`config.mk`:
```
export PLATFORM = sky130hd
export DESIGN_NAME = http_chunked_framer_top_flat
export DESIGN_NICKNAME = d
export VERILOG_FILES = /design/src/hdl/hcf_pkg.sv /design/src/hdl/hcf_req_if.sv /design/src/hdl/hcf_tok_if.sv /design/src/hdl/http_chunked_framer_top.sv /design/src/flat_wrapper.sv
export SDC_FILE = /design/constraint.sdc
export NUM_CORES = 1
export LEC_CHECK = 0
export BUFFER_PORTS_ARGS = -buffer_cell sky130_fd_sc_hd__clkbuf_2
export CAP_MARGIN = 25
export CELL_PAD_IN_SITES_DETAIL_PLACEMENT = 1
export CELL_PAD_IN_SITES_GLOBAL_PLACEMENT = 1
export CORE_ASPECT_RATIO = 1.1
export CORE_MARGIN = 2
export CORE_UTILIZATION = 47
export DETAILED_ROUTE_END_ITERATION = 12
export HOLD_SLACK_MARGIN = 0.02
export PLACE_DENSITY = 0.86
export SLEW_MARGIN = 20
export SYNTH_ARGS = -nofsm -noshare
export SYNTH_HDL_FRONTEND = slang
export SYNTH_SLANG_ARGS = --single-unit
```
`constraint.sdc`:
```
create_clock -name clk_i -period 7.1 [get_ports clk_i]
set_input_delay 1.42 -clock clk_i [delete_from_list [all_inputs] [get_ports clk_i]]
set_output_delay 1.42 -clock clk_i [all_outputs]
set_load 0.01 [all_outputs]
```
`src/hdl/hcf_pkg.sv`:
```
// Package with the types, constants and helper functions of the chunked transfer framer.
package hcf_pkg;

  localparam int unsigned CountWidthDef = 48;
  localparam int unsigned HdrBitsCap    = 44;

  localparam int unsigned ReqTypeW = 3;
  localparam int unsigned BktLenW  = 32;
  localparam int unsigned KindW    = 2;
  localparam int unsigned ByteW    = 8;
  localparam int unsigned PlenW    = 48;

  localparam logic [ByteW-1:0] ChrCr   = 8'h0d;
  localparam logic [ByteW-1:0] ChrLf   = 8'h0a;
  localparam logic [ByteW-1:0] ChrZero = 8'h30;
  localparam logic [ByteW-1:0] ChrA    = 8'h61;

  typedef enum logic [ReqTypeW-1:0] {
    RT_DATA  = 3'd0,
    RT_FLUSH = 3'd1,
    RT_EOS   = 3'd2,
    RT_BADGW = 3'd3,
    RT_GROUP = 3'd4
  } req_type_e;

  typedef enum logic [KindW-1:0] {
    TK_BYTE  = 2'd0,
    TK_SLOT  = 2'd1,
    TK_FLUSH = 2'd2,
    TK_EOS   = 2'd3
  } token_kind_e;

  typedef enum logic [1:0] {
    TAIL_NONE,
    TAIL_FLUSH,
    TAIL_EOS,
    TAIL_EOS_TERM
  } tail_e;

  typedef enum logic [3:0] {
    S_IDLE,
    S_DIGIT,
    S_HCR,
    S_HLF,
    S_SLOT,
    S_TCR,
    S_TLF,
    S_Z0,
    S_Z1,
    S_Z2,
    S_Z3,
    S_Z4,
    S_MARK
  } seq_state_e;

  function automatic logic [ByteW-1:0] hex_char(input logic [3:0] nib);
    logic [ByteW-1:0] res;
    if (nib < 4'd10) begin
      res = ChrZero + ByteW'(nib);
    end else begin
      res = ChrA + ByteW'(nib - 4'd10);
    end
    return res;
  endfunction

  function automatic seq_state_e tail_entry(input tail_e tail);
    seq_state_e res;
    unique case (tail)
      TAIL_NONE:     res = S_IDLE;
      TAIL_FLUSH:    res = S_MARK;
      TAIL_EOS:      res = S_MARK;
      TAIL_EOS_TERM: res = S_Z0;
      default:       res = S_IDLE;
    endcase
    return res;
  endfunction

endpackage

```
`src/hdl/hcf_req_if.sv`:
```
// Valid/ready channel that carries one bucket descriptor per beat.
interface hcf_req_if import hcf_pkg::*; ();
  logic                valid;
  logic                ready;
  logic [ReqTypeW-1:0] req_type;
  logic [BktLenW-1:0]  bucket_length;
  logic                break_after;

  modport source (output valid, output req_type, output bucket_length, output break_after,
                  input ready);
  modport sink   (input valid, input req_type, input bucket_length, input break_after,
                  output ready);
endinterface

```
`src/hdl/hcf_tok_if.sv`:
```
// Valid/ready channel that carries one framing token per beat.
interface hcf_tok_if import hcf_pkg::*; ();
  logic             valid;
  logic             ready;
  logic [KindW-1:0] token_kind;
  logic [ByteW-1:0] frame_byte;
  logic [PlenW-1:0] payload_length;
  logic             count_overflow;
  logic             last;

  modport source (output valid, output token_kind, output frame_byte, output payload_length,
                  output count_overflow, output last, input ready);
  modport sink   (input valid, input token_kind, input frame_byte, input payload_length,
                  input count_overflow, input last, output ready);
endinterface

```
`src/hdl/http_chunked_framer_top.sv`:
```
// Chunked transfer framer: turns bucket descriptors into a stream of framing tokens.
//
// Data buckets only add to the running chunk count and are taken one per clock cycle while
// the sequencer is idle. A bucket that closes a chunk (flush, end of stream, end of group,
// or a nonempty data bucket with break-after) loads a token sequencer, which emits one
// token per cycle, unless the output stalls, into an output register: the hex length, CR LF,
// a payload slot, CR LF, the terminator and the marker, up to 22 tokens. While the sequencer
// runs the input is held, so the block takes no new item until the final token of the
// current one is in the output register. The output register lets the next item in while
// the final token still waits to be taken. The count saturates at 2^min(COUNT_WIDTH,44)-1
// and marks the overflow on every token of the closing chunk.
module http_chunked_framer_top
  import hcf_pkg::*;
#(
  parameter int unsigned COUNT_WIDTH = CountWidthDef
) (
  input  logic         clk_i,
  input  logic         rst_ni,
  hcf_req_if.sink      req_i,
  hcf_tok_if.source    tok_o
);

  localparam int unsigned LimBits   = (COUNT_WIDTH < HdrBitsCap) ? COUNT_WIDTH : HdrBitsCap;
  localparam int unsigned SumW      = ((LimBits > BktLenW) ? LimBits : BktLenW) + 1;
  localparam int unsigned HexDigits = (LimBits + 3) / 4;
  localparam int unsigned DigW      = (HexDigits > 1) ? $clog2(HexDigits) : 1;
  localparam logic [LimBits-1:0] Lim = '1;

  logic [LimBits-1:0] cnt_q, cnt_d;
  logic               ov_q, ov_d;
  logic               gw_q, gw_d;
  logic               closed_q, closed_d;

  logic [LimBits-1:0] job_cnt_q;
  logic               job_ov_q;
  tail_e              job_tail_q;
  logic [DigW-1:0]    dig_q;
  logic               first_q;
  seq_state_e         state_q, state_d;

  logic               out_valid_q;
  logic [KindW-1:0]   out_kind_q;
  logic [ByteW-1:0]   out_byte_q;
  logic [PlenW-1:0]   out_plen_q;
  logic               out_ov_q;
  logic               out_last_q;

  logic               in_acc;
  logic               out_free;
  logic               adv;

  logic [SumW-1:0]    sum;
  logic [LimBits-1:0] upd_cnt;
  logic               upd_ov;
  logic               close;
  logic               job_load;
  tail_e              job_tail;
  seq_state_e         job_start;

  logic [HexDigits*4-1:0] cnt_pad;
  logic [DigW-1:0]        top_idx;
  logic [DigW-1:0]        idx;
  logic [3:0]             nib;

  token_kind_e        tk_kind;
  logic [ByteW-1:0]   tk_byte;
  logic [PlenW-1:0]   tk_plen;

  assign req_i.ready = (state_q == S_IDLE);
  assign in_acc      = req_i.valid && req_i.ready;
  assign out_free    = !out_valid_q || tok_o.ready;
  assign adv         = (state_q != S_IDLE) && out_free;

  assign sum = SumW'(cnt_q) + SumW'(req_i.bucket_length);

  // Item decode and state update.
  always_comb begin
    cnt_d     = cnt_q;
    ov_d      = ov_q;
    gw_d      = gw_q;
    closed_d  = closed_q;
    upd_cnt   = cnt_q;
    upd_ov    = ov_q;
    close     = 1'b0;
    job_tail  = TAIL_NONE;
    if (in_acc && !closed_q) begin
      unique case (req_type_e'(req_i.req_type))
        RT_DATA: begin
          if (sum > SumW'(Lim)) begin
            upd_cnt = Lim;
            upd_ov  = 1'b1;
          end else begin
            upd_cnt = sum[LimBits-1:0];
          end
          cnt_d = upd_cnt;
          ov_d  = upd_ov;
          close = req_i.break_after && (req_i.bucket_length != '0);
        end
        RT_FLUSH: begin
          close    = 1'b1;
          job_tail = TAIL_FLUSH;
        end
        RT_EOS: begin
          close    = 1'b1;
          job_tail = gw_q ? TAIL_EOS : TAIL_EOS_TERM;
          closed_d = 1'b1;
        end
        RT_BADGW: begin
          gw_d = 1'b1;
        end
        RT_GROUP: begin
          close = 1'b1;
        end
        default: begin
        end
      endcase
    end
    if (close) begin
      cnt_d = '0;
      ov_d  = 1'b0;
    end
    job_load  = close && ((upd_cnt != '0) || (job_tail != TAIL_NONE));
    job_start = (upd_cnt != '0) ? S_DIGIT : tail_entry(job_tail);
  end

  // Hex digit selection.
  assign cnt_pad = (HexDigits*4)'(job_cnt_q);

  always_comb begin
    top_idx = '0;
    for (int i = 0; i < HexDigits; i++) begin
      if (cnt_pad[i*4 +: 4] != 4'd0) begin
        top_idx = DigW'(i);
      end
    end
  end

  assign idx = first_q ? top_idx : dig_q;
  assign nib = cnt_pad[idx*4 +: 4];

  // Sequencer next state.
  always_comb begin
    state_d = state_q;
    unique case (state_q)
      S_IDLE:  if (job_load) state_d = job_start;
      S_DIGIT: if (adv && (idx == '0)) state_d = S_HCR;
      S_HCR:   if (adv) state_d = S_HLF;
      S_HLF:   if (adv) state_d = S_SLOT;
      S_SLOT:  if (adv) state_d = S_TCR;
      S_TCR:   if (adv) state_d = S_TLF;
      S_TLF:   if (adv) state_d = tail_entry(job_tail_q);
      S_Z0:    if (adv) state_d = S_Z1;
      S_Z1:    if (adv) state_d = S_Z2;
      S_Z2:    if (adv) state_d = S_Z3;
      S_Z3:    if (adv) state_d = S_Z4;
      S_Z4:    if (adv) state_d = S_MARK;
      S_MARK:  if (adv) state_d = S_IDLE;
      default: state_d = S_IDLE;
    endcase
  end

  // Sequencer token outputs.
  always_comb begin
    tk_kind = TK_BYTE;
    tk_byte = '0;
    tk_plen = '0;
    unique case (state_q)
      S_DIGIT: tk_byte = hex_char(nib);
      S_HCR:   tk_byte = ChrCr;
      S_HLF:   tk_byte = ChrLf;
      S_SLOT: begin
        tk_kind = TK_SLOT;
        tk_plen = PlenW'(job_cnt_q);
      end
      S_TCR:   tk_byte = ChrCr;
      S_TLF:   tk_byte = ChrLf;
      S_Z0:    tk_byte = ChrZero;
      S_Z1:    tk_byte = ChrCr;
      S_Z2:    tk_byte = ChrLf;
      S_Z3:    tk_byte = ChrCr;
      S_Z4:    tk_byte = ChrLf;
      S_MARK:  tk_kind = (job_tail_q == TAIL_FLUSH) ? TK_FLUSH : TK_EOS;
      default: begin
      end
    endcase
  end

  always_ff @(posedge clk_i or negedge rst_ni) begin
    if (!rst_ni) begin
      cnt_q       <= '0;
      ov_q        <= 1'b0;
      gw_q        <= 1'b0;
      closed_q    <= 1'b0;
      state_q     <= S_IDLE;
      first_q     <= 1'b0;
      out_valid_q <= 1'b0;
    end else begin
      cnt_q    <= cnt_d;
      ov_q     <= ov_d;
      gw_q     <= gw_d;
      closed_q <= closed_d;
      state_q  <= state_d;
      if (job_load) begin
        first_q <= 1'b1;
      end else if (adv && (state_q == S_DIGIT)) begin
        first_q <= 1'b0;
      end
      if (adv) begin
        out_valid_q <= 1'b1;
      end else if (tok_o.ready) begin
        out_valid_q <= 1'b0;
      end
    end
  end

  always_ff @(posedge clk_i) begin
    if (job_load) begin
      job_cnt_q  <= upd_cnt;
      job_ov_q   <= upd_ov;
      job_tail_q <= job_tail;
    end
    if (adv && (state_q == S_DIGIT)) begin
      dig_q <= idx - DigW'(1);
    end
    if (adv) begin
      out_kind_q <= tk_kind;
      out_byte_q <= tk_byte;
      out_plen_q <= tk_plen;
      out_ov_q   <= job_ov_q;
      out_last_q <= (state_d == S_IDLE);
    end
  end

  assign tok_o.valid          = out_valid_q;
  assign tok_o.token_kind     = out_kind_q;
  assign tok_o.frame_byte     = out_byte_q;
  assign tok_o.payload_length = out_plen_q;
  assign tok_o.count_overflow = out_ov_q;
  assign tok_o.last           = out_last_q;

`ifndef NO_ASSERTIONS
  a_eos_closes : assert property (@(posedge clk_i) disable iff (!rst_ni)
    (tok_o.valid && (tok_o.token_kind == TK_EOS)) |-> closed_q)
    else $error("End-of-stream marker sent while the stream is still open.");

  a_slot_nonzero : assert property (@(posedge clk_i) disable iff (!rst_ni)
    (tok_o.valid && (tok_o.token_kind == TK_SLOT)) |-> (tok_o.payload_length != '0))
    else $error("Payload slot with zero length.");

  a_closed_sticky : assert property (@(posedge clk_i) disable iff (!rst_ni)
    closed_q |=> closed_q)
    else $error("Stream reopened after end of stream.");
`endif

endmodule
```
`src/flat_wrapper.sv`:
```
// flat-port wrapper written by rule: the top's interface ports become plain ports
module http_chunked_framer_top_flat import hcf_pkg::*;
#(
  parameter int unsigned COUNT_WIDTH = CountWidthDef
)
  (clk_i, rst_ni, req_i_valid, req_i_req_type, req_i_bucket_length, req_i_break_after, req_i_ready, tok_o_valid, tok_o_token_kind, tok_o_frame_byte, tok_o_payload_length, tok_o_count_overflow, tok_o_last, tok_o_ready);
  hcf_req_if req_i_i ();
  hcf_tok_if tok_o_i ();
  input  logic clk_i;
  input  logic rst_ni;
  input wire logic [$bits(req_i_i.valid)-1:0] req_i_valid;
  input wire logic [$bits(req_i_i.req_type)-1:0] req_i_req_type;
  input wire logic [$bits(req_i_i.bucket_length)-1:0] req_i_bucket_length;
  input wire logic [$bits(req_i_i.break_after)-1:0] req_i_break_after;
  output wire logic [$bits(req_i_i.ready)-1:0] req_i_ready;
  output wire logic [$bits(tok_o_i.valid)-1:0] tok_o_valid;
  output wire logic [$bits(tok_o_i.token_kind)-1:0] tok_o_token_kind;
  output wire logic [$bits(tok_o_i.frame_byte)-1:0] tok_o_frame_byte;
  output wire logic [$bits(tok_o_i.payload_length)-1:0] tok_o_payload_length;
  output wire logic [$bits(tok_o_i.count_overflow)-1:0] tok_o_count_overflow;
  output wire logic [$bits(tok_o_i.last)-1:0] tok_o_last;
  input wire logic [$bits(tok_o_i.ready)-1:0] tok_o_ready;
  assign req_i_i.valid = req_i_valid;
  assign req_i_i.req_type = req_i_req_type;
  assign req_i_i.bucket_length = req_i_bucket_length;
  assign req_i_i.break_after = req_i_break_after;
  assign req_i_ready = req_i_i.ready;
  assign tok_o_valid = tok_o_i.valid;
  assign tok_o_token_kind = tok_o_i.token_kind;
  assign tok_o_frame_byte = tok_o_i.frame_byte;
  assign tok_o_payload_length = tok_o_i.payload_length;
  assign tok_o_count_overflow = tok_o_i.count_overflow;
  assign tok_o_last = tok_o_i.last;
  assign tok_o_i.ready = tok_o_ready;
  http_chunked_framer_top #(.COUNT_WIDTH(COUNT_WIDTH)) u_core (.clk_i(clk_i), .rst_ni(rst_ni), .req_i(req_i_i), .tok_o(tok_o_i));
endmodule
```
Yosys cells after proc, flatten, opt, wreduce, memory -nomap -nowiden
Index checks and enable logic that the tools add are counted.
W data, S select, Z words.
{"block": "totals", "wordCells": 136, "output_inout_bits": 62, "ff_bits": 164, "inputBits": 40}
{"block": "op_classes", "n_mux": 49, "reduce_logical": 40, "shifts": 1, "addsub": 5, "magnitude_cmp": 2, "eq_ne": 22}
{"cell": "$mux W44", "count": 4}
{"cell": "$mux W4", "count": 18}
{"cell": "$pmux W4 S13", "count": 1}
{"cell": "$add A44 B32 Y45", "count": 1}
{"cell": "$gt A45 B44 Y1 const B", "count": 1}
{"cell": "$reduce_bool A4 Y1", "count": 11}
{"cell": "$reduce_bool A44 Y1", "count": 1}
{"cell": "$shiftx A44 B7 Y4", "count": 1}
{"cell": "$pmux W8 S4", "count": 1}
{"cell": "$reduce_bool A32 Y1", "count": 1}
{"cell": "$pmux W4 S3", "count": 2}
{"cell": "$eq A4 B4 Y1 const B", "count": 5}
{"cell": "$eq A4 B3 Y1 const B", "count": 4}
{"cell": "$logic_not A4 Y1", "count": 3}
{"cell": "$mux W1", "count": 12}
{"cell": "$mux W3", "count": 4}
{"cell": "$add A7 B8 Y8 const A", "count": 1}
{"cell": "$eq A2 B2 Y1 const B", "count": 4}
{"cell": "$eq A4 B2 Y1 const B", "count": 2}
{"cell": "$mux W8", "count": 1}
{"cell": "$pmux W2 S2", "count": 2}
{"cell": "$reduce_or A4 Y1", "count": 2}
{"cell": "$add A6 B4 Y7 const A", "count": 1}
{"cell": "$logic_and A1 B1 Y1", "count": 7}
{"cell": "18 further kinds", "count": 29}

Depth between registers and ports, before layout
{"block": "logic_depth", "depth_word": 17, "depth_mapped": 18}

Worst setup path after synthesis
No wires, ideal clock.
{"block": "synth_timing", "kind": "input-to-reg", "from": "in req_i_bucket_length[0]", "to": "reg u_core.job_cnt_q[0], in the netlist u_core.cnt_pad[0] (enable)", "required_ns": 6.621, "path_stages": 14, "setup_slack_ns": 0.057, "t_arrival_ns": 6.564, "path_cell_list": "ha_1 -> inv_1 -> fa_1 -> nand2b_1 -> a21oi_1 -> o21ai_1 -> a211oi_1 -> o21ai_1 -> nand2_1 -> clkbuf_1 -> o22a_1 -> nand2b_1 -> nor4_4 -> a41oi_1"}
{"block": "synth_between", "elab_chain_cells": 8, "elab_cells_between_ends": 12, "cone_classes": "add/sub (1); order compare (1); mux (5); reduce/logical (5)"}
{"item": "from (decl)", "line_no": "flat_wrapper.sv:13", "text": "input wire logic [$bits(req_i_i.bucket_length)-1:0] req_i_bucket_length;"}
{"item": "$add A44 B32 Y45 (*)", "line_no": "http_chunked_framer_top.sv:74", "text": "assign sum = SumW'(cnt_q) + SumW'(req_i.bucket_length);"}
{"item": "$gt A45 B44 Y1", "line_no": "http_chunked_framer_top.sv:89", "text": "if (sum > SumW'(Lim)) begin"}
{"item": "$mux W44 (*)", "line_no": "http_chunked_framer_top.sv:89"}
{"item": "$mux W44 (*)", "line_no": "http_chunked_framer_top.sv:87", "text": "unique case (req_type_e'(req_i.req_type))"}
{"item": "$mux W44 (*)", "line_no": "http_chunked_framer_top.sv:86", "text": "if (in_acc && !closed_q) begin"}
{"item": "via u_core.upd_cnt[3]", "line_no": "http_chunked_framer_top.sv:53", "text": "logic [LimBits-1:0] upd_cnt;"}
{"item": "$reduce_bool A44 Y1 (*)", "line_no": "http_chunked_framer_top.sv:122", "text": "job_load = close && ((upd_cnt != '0) || (job_tail != TAIL_NONE));"}
{"item": "$logic_or A1 B1 Y1 (*)", "line_no": "http_chunked_framer_top.sv:122"}
{"item": "$logic_and A1 B1 Y1 (*)", "line_no": "http_chunked_framer_top.sv:122"}
{"item": "via u_core.job_load", "line_no": "http_chunked_framer_top.sv:56", "text": "logic job_load;"}
{"item": "to (signal assigned)", "line_no": "http_chunked_framer_top.sv:218", "text": "job_cnt_q <= upd_cnt;"}
{"item": "to (decl)", "line_no": "http_chunked_framer_top.sv:34", "text": "logic [LimBits-1:0] job_cnt_q;"}
Mark *: on every way through the listed nets, which the timed path passes. The rest lies on a longest branch.
A chain may end at the register's enable or synchronous reset.

Worst setup path after layout
{"block": "layout_timing", "from": "in req_i_bucket_length[0]", "to": "reg u_core.job_cnt_q[1], in the netlist u_core.cnt_pad[1] (enable)"}
The elaborated chain is that of the path after synthesis.

==> out/qor.yml <==
grt:
  grt_pass1_wl_mm: 48.6
  grt_use_total_pct: 28.4
  gr-total-overflow: 0
  grt_max_degree: 57
  grt_pass1_vias: 8806
  antenna_found_initial: 0
placed_design:
  port_buffers: 97
  gp_congestion: 0.955
  dp.final_hpwl_mm: 23.0
  pre_cts_ws_ns: 1.18
clock_network:
  clock-sinks: 160
  h-tree-depth: 4
  clockRootBuffer: "clkbuf_16"
  cts_tree: "done"
  cts_resized: 0
  cts.clk_slew.worst_paths_ns: 0.07
  numCtsBuffers: 17
  clk_latency_ns: 0.43
  max-clock-path-buffers: 2
  post_cts_buffers: 0
  ctsHoldBuffers: 0
yosys:
  ys_seq_area_share_pct: 46.5
  synth_cell_types: 82
  ys.flop_type: "edfxtp_1"
  syn_inst: 1002
  synth_edf_count: 107
  synth_area_um2: 9760
  synthArstFlopShare_pct: 33.1
  synth-seq-cells: 160
  syn_area_per_cell_um2: 9.74
  yosysWarnings: 0
timing:
  fin_crit_sh_pct: 78.9
  slew_headroom_pct: 27.0
  timing.fmax_mhz: 179
  period_needed_ns: 5.60
  fin_ws_ns: 1.50
  drv_slew: 0
  finalHoldViolations: 0
  fin_tns_setup_ns: 0
  worstMarginPinSlew_ns: 1.09
  rsz0062_at_grt: "false"
  setup_violations: 0
  fin_skew_ns: 0.0108
floorplanning:
  dieArea_um2: 21900
  die_w_um: 141
  core_area_um2: 20400
  start_util_pct: 47.7
  die_h_um: 155
  io_pins: 102
  rows: 55
final_layout:
  area_growth_pct: 12.9
  nets: 1162
  drive_gt1_share_pct: 15.0
  antennaDiodeCount: 0
power_and_ir_drop:
  p_seq_share_pct: 34.7
  p_comb_share_pct: 45.6
  net-switching-power_mw: 1.94
  p_int_mw: 2.62
  ir_worst_vdd_v: 0.000176
  p_clk_share_pct: 19.7
  power.leakage_nw: 4.67
  powerDensity_nw_per_um2: 414
  swShare_pct: 42.5
worst_setup_path:
  reg2reg_from: "u_core.state_q[0]"
  worstPathMaxFanout: 48
  cpMostUsedCell: "nand2_1"
  crit_buf_inv: 4
  setup.worst_path.class: "in -> reg"
  critPathMaxStageDelay_ns: 0.53
  cp_data_required_time_ns: 7.16
  critPathTopFamily: "compound AO/OA/AOI/OAI gates"
  worstPathArrival_ns: 5.66
  crit_start: "req_i_bucket_length[0]"
  path_cells: "clkbuf_2, ha_1, inv_1, fa_1, nand2b_1, a21oi_1, o21ai_1, a211oi_1, o21ai_1, nand2_1, nand2_1, nand2_1, or3_1, nor4_1, buf_4, a41oi_4, buf_4"
  start_kind: "primary input"
  cp-end-kind: "flip-flop"
  cpMaxStageDelayCell: "a211oi_1"
detailed_routing:
  antenna_left: 0
  drt_iter0_drc: 623
  drt-vias-per-instance: 6.28
  dr.pass1.iters: 5
  routedWlPerCell_um: 23.1
  drt-total-wl_mm: 31.0
  drc: 0
  routed-via-count: 8458
outcome:
  status: "finished clean"
run:
  maxCapViolCount: 0
worst_hold_path:
  hold_class: "reg -> reg"
  holdCritStartpoint: "u_core.job_ov_q"
-- cells in the mapped netlist (3+ instances only) --
| library cell | instances | share of area (%) |
|---|---|---|
| inv_1 | 32 | 1.2 |
| o21ai_0 | 26 | 1.3 |
| dfrtp_1 | 53 | 14 |
| o22a_1 | 6 | 0.54 |
| a21oi_1 | 81 | 4.2 |
| mux2_2 | 7 | 0.81 |
| a211o_1 | 5 | 0.45 |
| mux2i_1 | 12 | 1.2 |
| a21o_1 | 16 | 1.2 |
| xnor2_1 | 22 | 2.0 |
| nand2_1 | 93 | 3.6 |
| buf_4 | 4 | 0.31 |
| ha_1 | 44 | 5.6 |
| o31ai_1 | 4 | 0.31 |
| nand3_1 | 17 | 0.87 |
| and2_1 | 78 | 5.0 |
| clkbuf_1 | 41 | 1.6 |
| and3_1 | 5 | 0.32 |
| edfxtp_1 | 107 | 33 |
| o22ai_1 | 8 | 0.51 |
| nor2_1 | 83 | 3.2 |
| nor3_1 | 20 | 1.0 |
| buf_1 | 3 | 0.12 |
| nand4_1 | 28 | 1.8 |
| or3_1 | 6 | 0.38 |
| or4_1 | 7 | 0.54 |
| o41ai_1 | 3 | 0.27 |
| buf_2 | 6 | 0.31 |
| o21a_1 | 6 | 0.46 |
| o211ai_1 | 9 | 0.69 |
| nand3b_1 | 3 | 0.23 |
| xor2_1 | 20 | 1.8 |
| o21bai_1 | 3 | 0.23 |
| o21ai_1 | 14 | 0.72 |
| nand2b_1 | 14 | 0.90 |
| nor2b_1 | 6 | 0.38 |
| a22oi_1 | 6 | 0.46 |
| a31oi_1 | 24 | 1.5 |
| a211oi_1 | 9 | 0.69 |
| nor4_1 | 20 | 1.3 |
-- cell families (layout without fill, tap and decap cells) --
logic type	count (synthesis)	in the layout	synth area share (%)
DFF	160	160	46.5
xor gates and xnor gates	42	42	3.77
and+or+nand+nor	393	393	20.9
AOI/OAI and AO/OA	253	253	17.0
buffers and inverters	87	171	3.66
other	1	5	0.0384
adders and majority gates	45	45	5.85
muxes	21	21	2.27
-- worst reg2reg max path: stages, from the launching register on --
cell      delay [ns]
dfrtp_1         0.64
nor4_2          0.76
and4b_2         0.67
buf_4           0.45
nand2_1         0.16
or3_1           0.36
nor4_1          0.65
nor4bb_1        0.15
nand4_1         0.18
nor4_4          0.08
a41oi_4         0.18
buf_4           0.52
-- layer usage --
metal / global-route usage (%) / wire (um)
met5: 0 / 0
met1: 36.1 / 13000
met3: 4.12 / 1640
met2: 48.5 / 15200
met4: 12.4 / 1160
-- cell usage in the layout (no fill, tap or decap), types with 6 or more instances in the layout --
cell,netlist,layout
a211oi_1,9,9
a21o_1,16,16
a21oi_1,81,80
a22oi_1,6,6
a31oi_1,24,24
and2_1,78,78
buf_4,4,10
clkbuf_16,0,17
clkbuf_2,0,97
dfrtp_1,53,53
edfxtp_1,107,107
ha_1,44,44
inv_1,32,32
mux2_2,7,7
mux2i_1,12,12
nand2_1,93,93
nand2b_1,14,14
nand3_1,17,17
nand4_1,28,28
nor2_1,83,82
nor2b_1,6,6
nor3_1,20,19
nor4_1,20,20
o211ai_1,9,9
o21a_1,6,6
o21ai_0,26,26
o21ai_1,14,14
o22a_1,6,6
o22ai_1,8,8
or3_1,6,6
or4_1,7,7
xnor2_1,22,22
xor2_1,20,20
-- sequential cells by signal (all words and copies together) (netlist names), 2 cells and up --
register and flops:
u_core.state_q 4, u_core.tok_o.token_kind 2, u_core.dig_q 4, u_core.tok_o.frame_byte 8
u_core.job_tail_q 2, u_core.cnt_q 44, u_core.tok_o.payload_length 44, u_core.cnt_pad 44
-- cell type report --
| class | count | area (um^2) |
|---|---|---|
| well taps | 256 | 320 |
| inverters | 32 | 120 |
| multi-input cells | 759 | 4910 |
| clock buffers | 18 | 429 |
| flip-flops and latches | 160 | 4540 |
| fillers | 2310 | 9420 |
| repair buffers | 107 | 561 |
| clock inverters | 14 | 134 |
-- through the flow --
| stage | cells | hold slack [ns] | cell area, um^2 | total power [mW] | utilization (%) |
|---|---|---|---|---|---|
| finish | 1346 | 0.480 | 11000 | 4.56 | 53.9 |
| global route | 1346 | 0.484 | 11000 | 4.80 | 53.9 |
| CTS | 1346 | 0.478 | 11000 | 4.54 | 53.9 |
| detailed placement | 1314 | 0.461 | 10500 | 3.60 | 51.1 |
| global placement | 1314 | 0.453 | 10500 | 3.50 | 51.1 |
| floorplan | 1006 | 0.400 | 9770 | 2.91 | - |
-- worst paths after layout --
check	end	slack [ns]	depth (start not counted)
setup / recovery	u_core.cnt_pad[1]	1.50	17
hold / removal	u_core.tok_o.count_overflow	0.48	0
setup reg to reg	u_core.cnt_pad[1]	1.91	11
hold reg to reg	u_core.tok_o.count_overflow	0.48	0
max in group asynchronous	u_core.cnt_q[6]	5.45	2
min in group asynchronous	u_core.first_q	1.12	2
-- power groups by stage --
| stage | clock [mW] | combinational [mW] | sequential, mW |
|---|---|---|---|
| 4_1_cts | 0.905 | 2.06 | 1.58 |
| 3_5_place_dp | 0 | 2.01 | 1.59 |
| 3_3_place_gp | 0 | 1.93 | 1.57 |
| 5_1_grt | 0.944 | 2.25 | 1.61 |
| 2_1_floorplan | 0 | 1.34 | 1.57 |
| 6_report | 0.897 | 2.08 | 1.58 |
Note: power is estimated with default switching activity, not from simulation.
